==> src/hw/rtl/ber_tag_length_header_parser_top_defines.svh <==
// Assertion macros for the BER tag and length header parser.
`ifndef BER_TAG_LENGTH_HEADER_PARSER_TOP_DEFINES_SVH
`define BER_TAG_LENGTH_HEADER_PARSER_TOP_DEFINES_SVH

// Same-cycle implication, checked outside reset.
`define BERTLH_ASSERT_IMP(lbl, clk, rst_n, ante, cons, msg) \
    lbl: assert property (@(posedge clk) disable iff (!rst_n) (ante) |-> (cons)) \
        else $error(msg);

// Next-cycle implication, checked outside reset.
`define BERTLH_ASSERT_NXT(lbl, clk, rst_n, ante, cons, msg) \
    lbl: assert property (@(posedge clk) disable iff (!rst_n) (ante) |=> (cons)) \
        else $error(msg);

`endif

==> src/hw/rtl/bertlh_pkg.sv <==
// Package with item types, codes and defaults of the BER header parser.
package bertlh_pkg;

    localparam int DEF_MAX_LENGTH_BYTES = 8;
    localparam int DEF_TAG_WIDTH        = 64;

    localparam logic [1:0] PH_IDENT    = 2'd0;
    localparam logic [1:0] PH_TAG      = 2'd1;
    localparam logic [1:0] PH_LEN      = 2'd2;
    localparam logic [1:0] PH_LENBYTES = 2'd3;

    localparam logic [2:0] ST_OK           = 3'd0;
    localparam logic [2:0] ST_MALFORMED    = 3'd1;
    localparam logic [2:0] ST_TOO_WIDE     = 3'd2;
    localparam logic [2:0] ST_TRUNCATED    = 3'd3;
    localparam logic [2:0] ST_TAG_OVERFLOW = 3'd4;

    localparam logic [7:0] CONT_BIT   = 8'h80;
    localparam logic [6:0] LOW7_MASK  = 7'h7f;
    localparam logic [4:0] HIGH_TAG   = 5'h1f;

    typedef struct packed {
        logic [7:0] data_byte;
        logic       last_byte;
    } t_in_item;

    typedef struct packed {
        logic [1:0]  class_bits;
        logic        constructed;
        logic [63:0] tag_number;
        logic [63:0] length_value;
        logic [2:0]  status;
    } t_out_item;

endpackage

==> src/hw/rtl/bertlh_stream_if.sv <==
// Valid/ready stream interface that carries one item per handshake.
interface bertlh_stream_if #(
    parameter type t_payload = logic
);
    logic     valid;
    logic     ready;
    t_payload payload;

    modport source (output valid, output payload, input ready);
    modport sink   (input valid, input payload, output ready);
endinterface

==> src/hw/rtl/ber_tag_length_header_parser_top.sv <==
// Top level of the BER identifier and length header parser.
// Data path: an accepted item is registered in the input register, then decoded into
// the result register once the result register is free or its result is being taken.
// Throughput: one header byte per cycle unless the output stalls; the input register
// and the result register let a new item enter while a finished result waits to be taken.
// Reset: synchronous active-low reset empties both registers and returns the
// parser to expecting an identifier byte.
`include "ber_tag_length_header_parser_top_defines.svh"

module ber_tag_length_header_parser_top #(
    parameter int MAX_LENGTH_BYTES = bertlh_pkg::DEF_MAX_LENGTH_BYTES,
    parameter int TAG_WIDTH        = bertlh_pkg::DEF_TAG_WIDTH
) (
    input  logic                    i_clk,
    input  logic                    i_rst_n,
    bertlh_stream_if.sink           i_in,
    bertlh_stream_if.source         o_out
);

    localparam int CW = $clog2(MAX_LENGTH_BYTES + 1);

    logic                  r_in_valid;
    bertlh_pkg::t_in_item  r_in;
    logic                  r_out_valid;
    bertlh_pkg::t_out_item r_out;

    logic [1:0]            r_phase,  n_phase;
    logic [1:0]            r_class,  n_class;
    logic                  r_cons,   n_cons;
    logic [TAG_WIDTH-1:0]  r_tag,    n_tag;
    logic                  r_first,  n_first;
    logic [63:0]           r_len,    n_len;
    logic [CW-1:0]         r_left,   n_left;
    logic [CW-1:0]         r_count,  n_count;

    logic                  w_adv;
    logic                  w_emit;
    logic [2:0]            w_status;
    logic [7:0]            w_b;
    logic [6:0]            w_cnt;
    logic [CW-1:0]         w_left_dec;
    logic [5:0]            w_shamt;
    bertlh_pkg::t_out_item w_res;

    assign w_adv       = r_in_valid && (!r_out_valid || o_out.ready);
    assign i_in.ready  = !r_in_valid || w_adv;
    assign o_out.valid = r_out_valid;
    assign o_out.payload = r_out;

    assign w_b     = r_in.data_byte;
    assign w_cnt   = w_b[6:0] & bertlh_pkg::LOW7_MASK;
    assign w_shamt = {3'(r_count - CW'(1)), 3'b000};

    always_comb begin
        n_phase    = r_phase;
        n_class    = r_class;
        n_cons     = r_cons;
        n_tag      = r_tag;
        n_first    = r_first;
        n_len      = r_len;
        n_left     = r_left;
        n_count    = r_count;
        w_emit     = 1'b0;
        w_status   = bertlh_pkg::ST_OK;
        w_left_dec = r_left;
        case (r_phase)
            bertlh_pkg::PH_IDENT: begin
                n_class = w_b[7:6];
                n_cons  = w_b[5];
                if (w_b[4:0] != bertlh_pkg::HIGH_TAG) begin
                    n_tag   = TAG_WIDTH'(w_b[4:0]);
                    n_phase = bertlh_pkg::PH_LEN;
                end else begin
                    n_tag   = '0;
                    n_first = 1'b1;
                    n_phase = bertlh_pkg::PH_TAG;
                end
            end
            bertlh_pkg::PH_TAG: begin
                if (r_first && (w_b == bertlh_pkg::CONT_BIT)) begin
                    w_emit   = 1'b1;
                    w_status = bertlh_pkg::ST_MALFORMED;
                end else if (r_tag[TAG_WIDTH-1 -: 7] != 7'd0) begin
                    w_emit   = 1'b1;
                    w_status = bertlh_pkg::ST_TAG_OVERFLOW;
                end else begin
                    n_first = 1'b0;
                    n_tag   = {r_tag[TAG_WIDTH-8:0], w_cnt};
                    if (!w_b[7]) begin
                        n_phase = bertlh_pkg::PH_LEN;
                    end
                end
            end
            bertlh_pkg::PH_LEN: begin
                if (!w_b[7]) begin
                    n_len  = 64'(w_b);
                    w_emit = 1'b1;
                end else if (w_cnt == 7'd0) begin
                    w_emit   = 1'b1;
                    w_status = bertlh_pkg::ST_MALFORMED;
                end else if (w_cnt > 7'(MAX_LENGTH_BYTES)) begin
                    w_emit   = 1'b1;
                    w_status = bertlh_pkg::ST_TOO_WIDE;
                end else begin
                    n_len   = '0;
                    n_left  = CW'(w_cnt);
                    n_count = CW'(w_cnt);
                    n_phase = bertlh_pkg::PH_LENBYTES;
                end
            end
            default: begin
                n_len = {r_len[55:0], w_b};
                if (r_left != '0) begin
                    w_left_dec = r_left - CW'(1);
                end
                n_left = w_left_dec;
                if (w_left_dec == '0) begin
                    w_emit = 1'b1;
                    if ((r_count == '0) || (r_count > CW'(MAX_LENGTH_BYTES))) begin
                        w_status = bertlh_pkg::ST_MALFORMED;
                    end else if (n_len[63:7] == 57'd0) begin
                        w_status = bertlh_pkg::ST_MALFORMED;
                    end else if ((n_len >> w_shamt) == 64'd0) begin
                        w_status = bertlh_pkg::ST_MALFORMED;
                    end
                end
            end
        endcase
        if (!w_emit && r_in.last_byte) begin
            w_emit   = 1'b1;
            w_status = bertlh_pkg::ST_TRUNCATED;
        end

        w_res.class_bits   = n_class;
        w_res.constructed  = n_cons;
        w_res.tag_number   = (w_status == bertlh_pkg::ST_OK) ? 64'(n_tag) : 64'd0;
        w_res.length_value = (w_status == bertlh_pkg::ST_OK) ? n_len : 64'd0;
        w_res.status       = w_status;

        if (w_emit) begin
            n_phase = bertlh_pkg::PH_IDENT;
            n_class = 2'd0;
            n_cons  = 1'b0;
            n_tag   = '0;
            n_first = 1'b1;
            n_len   = '0;
            n_left  = '0;
            n_count = '0;
        end
    end

    always_ff @(posedge i_clk) begin
        if (!i_rst_n) begin
            r_in_valid  <= 1'b0;
            r_out_valid <= 1'b0;
            r_phase     <= bertlh_pkg::PH_IDENT;
            r_first     <= 1'b1;
            r_left      <= '0;
            r_count     <= '0;
        end else begin
            if (i_in.valid && i_in.ready) begin
                r_in_valid <= 1'b1;
            end else if (w_adv) begin
                r_in_valid <= 1'b0;
            end
            if (w_adv && w_emit) begin
                r_out_valid <= 1'b1;
            end else if (o_out.ready) begin
                r_out_valid <= 1'b0;
            end
            if (w_adv) begin
                r_phase <= n_phase;
                r_first <= n_first;
                r_left  <= n_left;
                r_count <= n_count;
            end
        end
    end

    always_ff @(posedge i_clk) begin
        if (i_in.valid && i_in.ready) begin
            r_in <= i_in.payload;
        end
        if (w_adv) begin
            r_class <= n_class;
            r_cons  <= n_cons;
            r_tag   <= n_tag;
            r_len   <= n_len;
        end
        if (w_adv && w_emit) begin
            r_out <= w_res;
        end
    end

    `BERTLH_ASSERT_IMP(a_err_fields_zero, i_clk, i_rst_n,
        r_out_valid && (r_out.status != bertlh_pkg::ST_OK),
        (r_out.tag_number == 64'd0) && (r_out.length_value == 64'd0),
        "Error result carries a nonzero tag or length.")
    `BERTLH_ASSERT_NXT(a_restart_after_result, i_clk, i_rst_n,
        w_adv && w_emit,
        (r_phase == bertlh_pkg::PH_IDENT) && r_first,
        "Parser did not restart after a result.")
    `BERTLH_ASSERT_IMP(a_ready_when_empty, i_clk, i_rst_n,
        !r_in_valid,
        i_in.ready,
        "Input not ready although the input register is empty.")
    `BERTLH_ASSERT_NXT(a_result_held, i_clk, i_rst_n,
        r_out_valid && !o_out.ready,
        r_out_valid && $stable(r_out),
        "Stalled result was lost or changed.")

endmodule
==> src/flat_wrapper.sv <==
// flat-port wrapper written by rule: the top's interface ports become plain ports
module ber_tag_length_header_parser_top_flat 
#(
    parameter int MAX_LENGTH_BYTES = bertlh_pkg::DEF_MAX_LENGTH_BYTES,
    parameter int TAG_WIDTH        = bertlh_pkg::DEF_TAG_WIDTH
)
  (i_clk, i_rst_n, i_in_valid, i_in_payload, i_in_ready, o_out_valid, o_out_payload, o_out_ready);
  bertlh_stream_if i_in_i ();
  bertlh_stream_if o_out_i ();
  input  logic i_clk;
  input  logic i_rst_n;
  input wire logic [$bits(i_in_i.valid)-1:0] i_in_valid;
  input wire logic [$bits(i_in_i.payload)-1:0] i_in_payload;
  output wire logic [$bits(i_in_i.ready)-1:0] i_in_ready;
  output wire logic [$bits(o_out_i.valid)-1:0] o_out_valid;
  output wire logic [$bits(o_out_i.payload)-1:0] o_out_payload;
  input wire logic [$bits(o_out_i.ready)-1:0] o_out_ready;
  assign i_in_i.valid = i_in_valid;
  assign i_in_i.payload = i_in_payload;
  assign i_in_ready = i_in_i.ready;
  assign o_out_valid = o_out_i.valid;
  assign o_out_payload = o_out_i.payload;
  assign o_out_i.ready = o_out_ready;
  ber_tag_length_header_parser_top #(.MAX_LENGTH_BYTES(MAX_LENGTH_BYTES), .TAG_WIDTH(TAG_WIDTH)) u_core (.i_clk(i_clk), .i_rst_n(i_rst_n), .i_in(i_in_i), .o_out(o_out_i));
endmodule
==> config.mk <==
export PLATFORM = sky130hd
export DESIGN_NAME = ber_tag_length_header_parser_top_flat
export DESIGN_NICKNAME = d
export VERILOG_FILES = /design/src/hw/rtl/bertlh_pkg.sv /design/src/hw/rtl/bertlh_stream_if.sv /design/src/hw/rtl/ber_tag_length_header_parser_top.sv /design/src/flat_wrapper.sv
export VERILOG_INCLUDE_DIRS = /design/src /design/src/hw/rtl
export SDC_FILE = /design/constraint.sdc
export NUM_CORES = 1
export LEC_CHECK = 0
export BUFFER_PORTS_ARGS = -buffer_cell sky130_fd_sc_hd__buf_2
export CORE_AREA = 3 3 40 42
export CTS_CLUSTER_SIZE = 25
export DETAILED_ROUTE_END_ITERATION = 12
export DIE_AREA = 0 0 43 45
export GPL_TIMING_DRIVEN = 0
export HOLD_SLACK_MARGIN = 0.02
export SLEW_MARGIN = 20
export SYNTH_ARGS = -nofsm -noshare
export SYNTH_HDL_FRONTEND = slang
export SYNTH_SLANG_ARGS = --single-unit
export TNS_END_PERCENT = 20
==> constraint.sdc <==
create_clock -name i_clk -period 0.8 [get_ports i_clk]
set_input_delay 0.16 -clock i_clk [delete_from_list [all_inputs] [get_ports i_clk]]
set_output_delay 0.16 -clock i_clk [all_outputs]
set_load 0.01 [all_outputs]
After elaboration in Yosys (flattened, before gate mapping)
Cells that the tools add are included. Widths: inputs -> output; s select.

Register bits after elaboration: 142. Input port bits: 5. Output and inout bits: 3.

Add/sub/neg operators: 2. Magnitude comparators: 1. Equal/unequal tests: 5. Shift operators: 1. Mux-type cells: 24. Reduce and logical (&&, ||, !) cells: 27.

Operators with widths (number): $pmux 64 s2 (2); $logic_not 64->1 (1); $mux 64 (1); $shr 64x6->64 (1); $logic_not 57->1 (1); $mux 4 (5); $mux 1 (11); $logic_not 4->1 (2); $reduce_bool 4->1 (2); $reduce_bool 7->1 (1); $reduce_and 3->1 (2); $reduce_bool 2->1 (3); $gt 4x4->1 const B (1); $logic_and 1x1->1 (4); $mux 2 (2); $ne 2x1->1 const B (2); $pmux 2 s2 (1); $reduce_and 4->1 (1); $reduce_or 2->1 (2); $sub 4x1->4 const B (1); $logic_not 1->1 (3); $logic_or 1x1->1 (3); $ne 3x2->1 const B (1); $pmux 1 s3 (1); other kinds (6) (6).

Longest topological paths before layout
Gate-level depths: netlist of the first run.

Depth after elaboration: 11. Mapped depth: 3. Gate-level depth less buffers: 3.

Worst setup path before layout of the first run
OpenSTA, ideal clock, no wires.

Path type: register -> register. Start: reg u_core.r_out_valid, in the netlist u_core.o_out.valid. End: reg u_core.r_in[0] in the netlist's numbering, enable pin. Library setup time: 0.242 ns. Arrival: 0.778 ns. Path slack: -0.220 ns. Stages on the path, launching flop included: 4. Path buffers: 0. Cell sequence: dfxtp_1 > and2b_4 > nand2_2 > and2_1.

Word-level cells in the longest chain between the ends: 5.

Ends and longest elaborated chain: start, declared (line ber_tag_length_header_parser_top.sv:24) `logic r_out_valid;`; start signal, assigned (line ber_tag_length_header_parser_top.sv:155) `r_out_valid <= 1'b0;`; start signal, assigned (line ber_tag_length_header_parser_top.sv:167) `r_out_valid <= 1'b1;`; start signal, assigned (line ber_tag_length_header_parser_top.sv:169) `r_out_valid <= 1'b0;`; $logic_not 1->1 (line ber_tag_length_header_parser_top.sv:45) `assign w_adv = r_in_valid && (!r_out_valid || o_out.ready);`; $logic_or 1x1->1 (line ber_tag_length_header_parser_top.sv:45); $logic_and 1x1->1 (line ber_tag_length_header_parser_top.sv:45); $logic_or 1x1->1 (line ber_tag_length_header_parser_top.sv:46) `assign i_in.ready = !r_in_valid || w_adv;`; net i_in_ready (line flat_wrapper.sv:14) `output wire logic [$bits(i_in_i.ready)-1:0] i_in_ready;`; $logic_and 1x1->1 (line ber_tag_length_header_parser_top.sv:181) `if (i_in.valid && i_in.ready) begin`; end signal, assigned (line ber_tag_length_header_parser_top.sv:182) `r_in <= i_in.payload;`; end, declared (line ber_tag_length_header_parser_top.sv:23) `bertlh_pkg::t_in_item r_in;`.

The timed path passes the listed nets, and every way through them passes these cells. A chain may end at the register's enable or synchronous reset.

Final worst setup path of the first run
Start: reg u_core.r_out_valid, in the netlist u_core.o_out.valid. End: out i_in_ready.

Word-level cells in the longest chain between the ends: 4.

Ends and longest elaborated chain (line): $logic_not 1->1 (ber_tag_length_header_parser_top.sv:45); $logic_or 1x1->1 (ber_tag_length_header_parser_top.sv:45); $logic_and 1x1->1 (ber_tag_length_header_parser_top.sv:45); $logic_or 1x1->1 (ber_tag_length_header_parser_top.sv:46); end, declared (flat_wrapper.sv:14).

No other way between the ends.

==> results.md, run 1 <==
* Slew headroom at 0.8656
* Power Internal at 501.8 uW
* Total Nets Final at 38
* Fill count at 139
* Yosys top cell by area: dfxtp_1
* Total track usage at 0.05109
* H-tree depth at 1
* Maximum Capacitance Violations at 0
* Register area at 122.6 sq um
* CTS Hold Buffers Added at 0
* Syn. warnings at 0
* CTS tree: done
* Initial antenna violation count at 0
* Cell Area, Synth at 205.2 sq um
* Worst-path clk slew at 40 ps
* Failing checks: setup timing
* Setup ws final at -254.4 ps
* Rows at 13
* Hold WC Path Type: input port to flop
* Cell with the most instances after synthesis: dfxtp_1
* Final core utilization at 0.2512
* Critical path capture point type: primary output
* Cells on worst reg2reg path at 3
* TNS Setup at -1061 ps
* Worst Path Max Fanout at 2
* Reg2reg start: u_core.o_out.valid$_SDFFE_PN0P_
* DRC at 0
* Drt initial violations at 0
* Sequential-to-total area share from yosys stat at 0.5854
* Fin crit period at 1054 ps
* Post-synth ARST share at 0
* Largest net degree at the start of global routing at 6
* Final ANT Viol Nets at 0
* Port bufs at 7
* Die Wd at 43 um
* Slew @ Worst Pin at 200.2 ps
* Leak pwr at 0.0001494 uW
* Mapped Cells at 19
* CTS buffer count at 3
* CTS max path bufs at 2
* Clock latency on the worst-skew pair at 240 ps
* Yosys reg bits at 5
* Grt total ovfl at 0
* Kind of critical path: flop to primary output
* Hold Crit Start: i_in_payload
* Worst Path Arrival at 890 ps
* Hpwl dp at 250.6 um
* Crit-path slowest cell: dfxtp_2
* Share of cells above drive strength 1 at 0.5313
* Synth-to-layout area growth at 57.32%
* R2R Path End: u_core.o_out.payload$_SDFFCE_PP1P_
* Diodes inserted at 0
* Top post-synthesis cells by area: dfxtp_1 29%, edfxtp_1 29%, nor2b_1 6.1%
* Count of cell types in the netlist at 13
* Worst clock skew at 0.1942 ps
* Yosys top cell area share at 0.2927
* Synth Net Count at 24
* First-pass GRT wire length at 676 um
* Period utilization at 1.318
* Detailed-route via count at 175
* Number of flops mapped to enable cells by yosys at 2
* GPL Wtd Cong at 0.6740
* Worst Hold Slack at 94.63 ps
* Final WL at 384 um
* Combinational Power Share at 0.085
* CTS root buf: clkbuf_4
* Core area at 1285 sq um
* Detailed Routing Iterations Pass 1 at 1
* Worst setup SP type: flop
* Slew Limit Fails at 0
* Status: complete, but fails checks
* Clock Sink Count at 5
* Die area at 1935 sq um
* Switching share of power at 0.2093
* CP cell instances: and2b_4 -> nand2_4 -> buf_6
* Critical path required time at 640 ps
* Pwr/cell area at 1966 nW/um^2
* Average cell area after synthesis at 10.80 sq um
* Top cells by count, synth: 3 x dfxtp_1, 2 x a21oi_1, 2 x edfxtp_1, 2 x nor2_1, 2 x nor2b_1
* Vias per Instance at 3.723
* Part of the power in the clock network at 0.456
* IO Pins at 8
* Vias in the first global route at 192
* NetSw at 132.8 uW
* Hold Path Sink: u_core.r_in[0]$_DFFE_PP_
* Reg power frac at 0.459
* Flop-to-flop setup slack at -180 ps
* Final Hold Viols at 0
* Die Ht at 45 um
* Max Fclk at 948.4 MHz
* Cell depth of the worst min-delay path at 1
* Critical Path Max Stage Delay at 320 ps
* WL per Instance at 8.170 um
* Crit path launch: u_core.o_out.valid$_SDFFE_PN0P_
* Initial Utilization at 0.1597
* IR drop worst, VDD at 934.7 uV
* Multi-input gate area at 92.59 sq um
* Finish-stage setup viols at 7
* Unrepaired setup endpoints after global routing: true
* Ys flop type: dfxtp_1
==> power groups by stage <==
stage,registers (uW),logic (uW),clock network (uW)
finish,291,54.1,289
floorplan,296,23.0,0
CTS,291,54.2,299
global route,292,62.1,323
global placement,295,42.7,0
detailed placement,295,43.4,0
==> cell type report <==
| class | count | area share |
|---|---|---|
| multi-input combinational | 14 | 0.2868 |
| timing repair buffer | 9 | 0.1938 |
| clock buffer | 4 | 0.08140 |
| sequential | 5 | 0.3798 |
| tap | 15 | 0.05814 |
==> cell usage in the layout (no fill, tap or decap) <==
| cell | instances |
|---|---|
| clkbuf_4 | 3 |
| o21ai_1 | 1 |
| nand2_4 | 1 |
| nand2b_1 | 1 |
| a21boi_1 | 1 |
| a21oi_1 | 2 |
| edfxtp_1 | 2 |
| and2b_4 | 1 |
| buf_6 | 2 |
| nor2b_1 | 2 |
| nand2_1 | 1 |
| a41o_1 | 1 |
| dfxtp_1 | 1 |
| buf_2 | 5 |
| dfxtp_2 | 2 |
| nor2_1 | 1 |
| and2_1 | 1 |
| buf_4 | 2 |
| clkbuf_1 | 1 |
| nor2_2 | 1 |
==> critical path, delay by kind of cell (launching register included) <==
kind	cells	cell delay (ps)
simple gates	2	220
flops	1	320
buf+inv	1	110
==> worst max path at each step <==
stage	end	slack, ps	depth (start not counted)
after floorplan	u_core.r_in[0]$_DFFE_PP_	-180	3
after global placement	u_core.r_in[0]$_DFFE_PP_	-170	4
after detailed placement	u_core.r_in[0]$_DFFE_PP_	-170	4
after CTS	i_in_ready	-270	3
after global routing	i_in_ready	-290	3
final	i_in_ready	-250	3
==> cell families (layout without fill, tap and decap cells) <==
kind of cell	Yosys count	in the layout	synth area share
AO/OA/AOI/OAI	5	5	0.1585
AND/OR/NAND/NOR	9	9	0.2561
buffers and inverters	0	13	0
flip-flops	5	5	0.5854
==> routing by layer <==
| layer | wire, um | track usage | part of all wire |
|---|---|---|---|
| met1 | 179 | 0.05147 | 0.47 |
| met2 | 141 | 0.07485 | 0.37 |
| met3 | 63 | 0.05976 | 0.16 |
| met4 | 0 | 0 | 0 |
| met5 | 0 | 0 | 0 |
==> flip-flops by register name, indices dropped and copies added (netlist names) <==
name                  count
u_core.o_out.payload      1
u_core.r_phase            1
u_core.r_in               1
u_core.r_in_valid         1
u_core.o_out.valid        1
==> what timing repair did <==
| action | CTS | global route |
|---|---|---|
| setup buffers | 2 | 0 |
| pin swaps | 1 | 0 |
| gates resized for setup | 3 | 1 |
| endpoints found under the setup margin | 6 | 9 |
==> through the flow <==
stage	std cells	worst slack, ps	area, sq um	power [uW]
2_1_floorplan	19	-178.1	211.5	319.2
3_3_place_gp	41	-171.9	265.3	337.8
3_5_place_dp	41	-172.9	265.3	338.8
4_1_cts	47	-265.2	321.6	643.7
5_1_grt	47	-287.6	322.8	678.0
6_report	47	-254.4	322.8	634.6
No activity file was read; power rests on OpenSTA's default activity.
==> run 2, diff against run 1 <==
REMOVE_ABC_BUFFERS = 1   (was default)
clock period = 1.03 ns   (was 0.8 ns; I/O delays follow)
==> run 2 against run 1 <==
Net effect: the flow still finishes with violations (setup timing); register-to-register slack better by 220 ps; worst setup slack gained 180 ps; highest routed layer unchanged; first-iteration DRC count rose by 3.
==> results.md, run 2 (synthesized netlist as in run 1, its figures left out) <==
* Max Fclk at 908.5 MHz
* Grt total ovfl at 0
* Slew headroom at 0.8712
* Post-route cell area at 316.6 sq um
* CTS buffer count at 3
* CTS root buf: clkbuf_4
* Final ANT Viol Nets at 0
* Core area at 1285 sq um
* Flop-to-flop setup slack at 40 ps
* Total track usage at 0.05435
* Cells on worst reg2reg path at 3
* Finish-stage setup viols at 1
* Tot Pwr at 490.4 uW
* Initial antenna violation count at 0
* Hold Path Sink: u_core.r_in[0]$_DFFE_PP_
* First-pass GRT wire length at 655 um
* Rows at 13
* Clock latency on the worst-skew pair at 240 ps
* Fin crit period at 1101 ps
* Failing checks: setup timing
* Die area at 1935 sq um
* Worst Hold Slack at 140.5 ps
* Commonest non-fill, non-tap cell in the layout: buf_2
* CTS max path bufs at 2
* Pre-CTS setup slack at 10.77 ps
* Worst Path Arrival at 890 ps
* WL per Instance at 7.936 um
* Detailed-route via count at 181
* Die Wd at 43 um
* R2R Path End: u_core.o_out.payload$_SDFFCE_PP1P_
* Combinational Power Share at 0.083
* Reg2reg start: u_core.o_out.valid$_SDFFE_PN0P_
* Hold WC Path Type: input port to flop
* Synth-to-layout area growth at 54.27%
* Fill count at 140
* TNS Setup at -70.69 ps
* Period utilization at 1.069
* Most frequent cells in the layout: 5 x buf_2, 3 x clkbuf_4
* Switching share of power at 0.2075
* NetSw at 101.7 uW
* IR drop worst, VDD at 516.8 uV
* Part of the power in the clock network at 0.458
* Worst-path clk slew at 40 ps
* Diodes inserted at 0
* Leak pwr at 0.0001389 uW
* Total Nets Final at 38
* Detailed Routing Iterations Pass 1 at 2
* Pwr/cell area at 1549 nW/um^2
* Unrepaired setup endpoints after global routing: true
* Initial Utilization at 0.1597
* Drt initial violations at 3
* Cell depth of the worst min-delay path at 1
* Worst Path Max Fanout at 2
* Final WL at 373 um
* Maximum Capacitance Violations at 0
* Clock Sink Count at 5
* Final Hold Viols at 0
* Status: complete, but fails checks
* Worst setup SP type: flop
* Power Internal at 388.7 uW
* Critical path capture point type: primary output
* CTS tree: done
* H-tree depth at 1
* DRC at 0
* GPL Wtd Cong at 0.6767
* Reg power frac at 0.459
* Port bufs at 7
* Vias in the first global route at 175
* Worst clock skew at 1.427 ps
* Die Ht at 45 um
* Kind of critical path: flop to primary output
* Dpl cell area at 259.0 sq um
* Slew @ Worst Pin at 192.0 ps
* Hold Crit Start: i_in_payload
* Share of cells above drive strength 1 at 0.5000
* Largest net degree at the start of global routing at 6
* Vias per Instance at 3.851
* Setup ws final at -70.69 ps
* IO Pins at 8
* Critical path required time at 820 ps
* Slew Limit Fails at 0
==> run 2: cell types whose count changed in the layout (fill, tap and decap cells not counted) <==
cell / delta
dfxtp_2: -1
nand2_4: -1
dfxtp_1: +1
nand2_2: +1
==> run 2: per-stage QoR <==
step           std cells  utilization
3_5_place_dp          41       0.2016
6_report              47       0.2463
3_3_place_gp          41       0.2016
2_1_floorplan         19            -
5_1_grt               47       0.2463
4_1_cts               47       0.2395
==> run 2: final cells by class <==
cell class                      count  area [sq um]  share of cell area
Sequential cell                     5         121.4              0.3834
Multi-Input combinational cell     14         87.58              0.2767
Timing Repair Buffer                9         62.56              0.1976
Clock buffer                        4         26.28             0.08300
Tap cell                           15         18.77             0.05929
==> run 2: worst max path at each step <==
stage	endpoint	cells after the start	slack, ps	from
6_report	i_in_ready	3	-70	u_core.o_out.valid$_SDFFE_PN0P_
5_1_grt	i_in_ready	3	-120	u_core.o_out.valid$_SDFFE_PN0P_
4_1_cts	i_in_ready	3	-80	u_core.o_out.valid$_SDFFE_PN0P_
3_5_place_dp	u_core.r_in[0]$_DFFE_PP_	4	10	o_out_ready
3_3_place_gp	u_core.r_in[0]$_DFFE_PP_	4	20	o_out_ready
2_1_floorplan	u_core.r_in[0]$_DFFE_PP_	3	10	u_core.o_out.valid$_SDFFE_PN0P_
==> run 2: critical path: stages (launching register included) <==
cell and delay [ps]:
dfxtp_2 320, and2b_4 160, nand2_2 60, buf_6 120
==> run 2: layer usage <==
metal / track usage / wire length (um) / part of all wire
met5: 0 / 0 / 0
met4: 0.05422 / 0 / 0
met3: 0.06375 / 69 / 0.18
met2: 0.05689 / 139 / 0.37
met1: 0.05122 / 164 / 0.44
==> run 2: timing repair <==
action / 4_1_cts / 5_1_grt
gates cloned: 0 / 0
hold buffers: 0 / 0
buffers inserted: 2 / 0
setup endpoints to repair: 1 / 3
gates resized for setup: 2 / 2
==> run 2: power by group through the flow <==
stage / registers [uW] / clock network, uW / logic, uW
2_1_floorplan: 229 / 0 / 17.2
3_3_place_gp: 228 / 0 / 32.5
3_5_place_dp: 228 / 0 / 33.2
4_1_cts: 225 / 237 / 38.1
5_1_grt: 227 / 258 / 45.4
6_report: 225 / 225 / 40.5
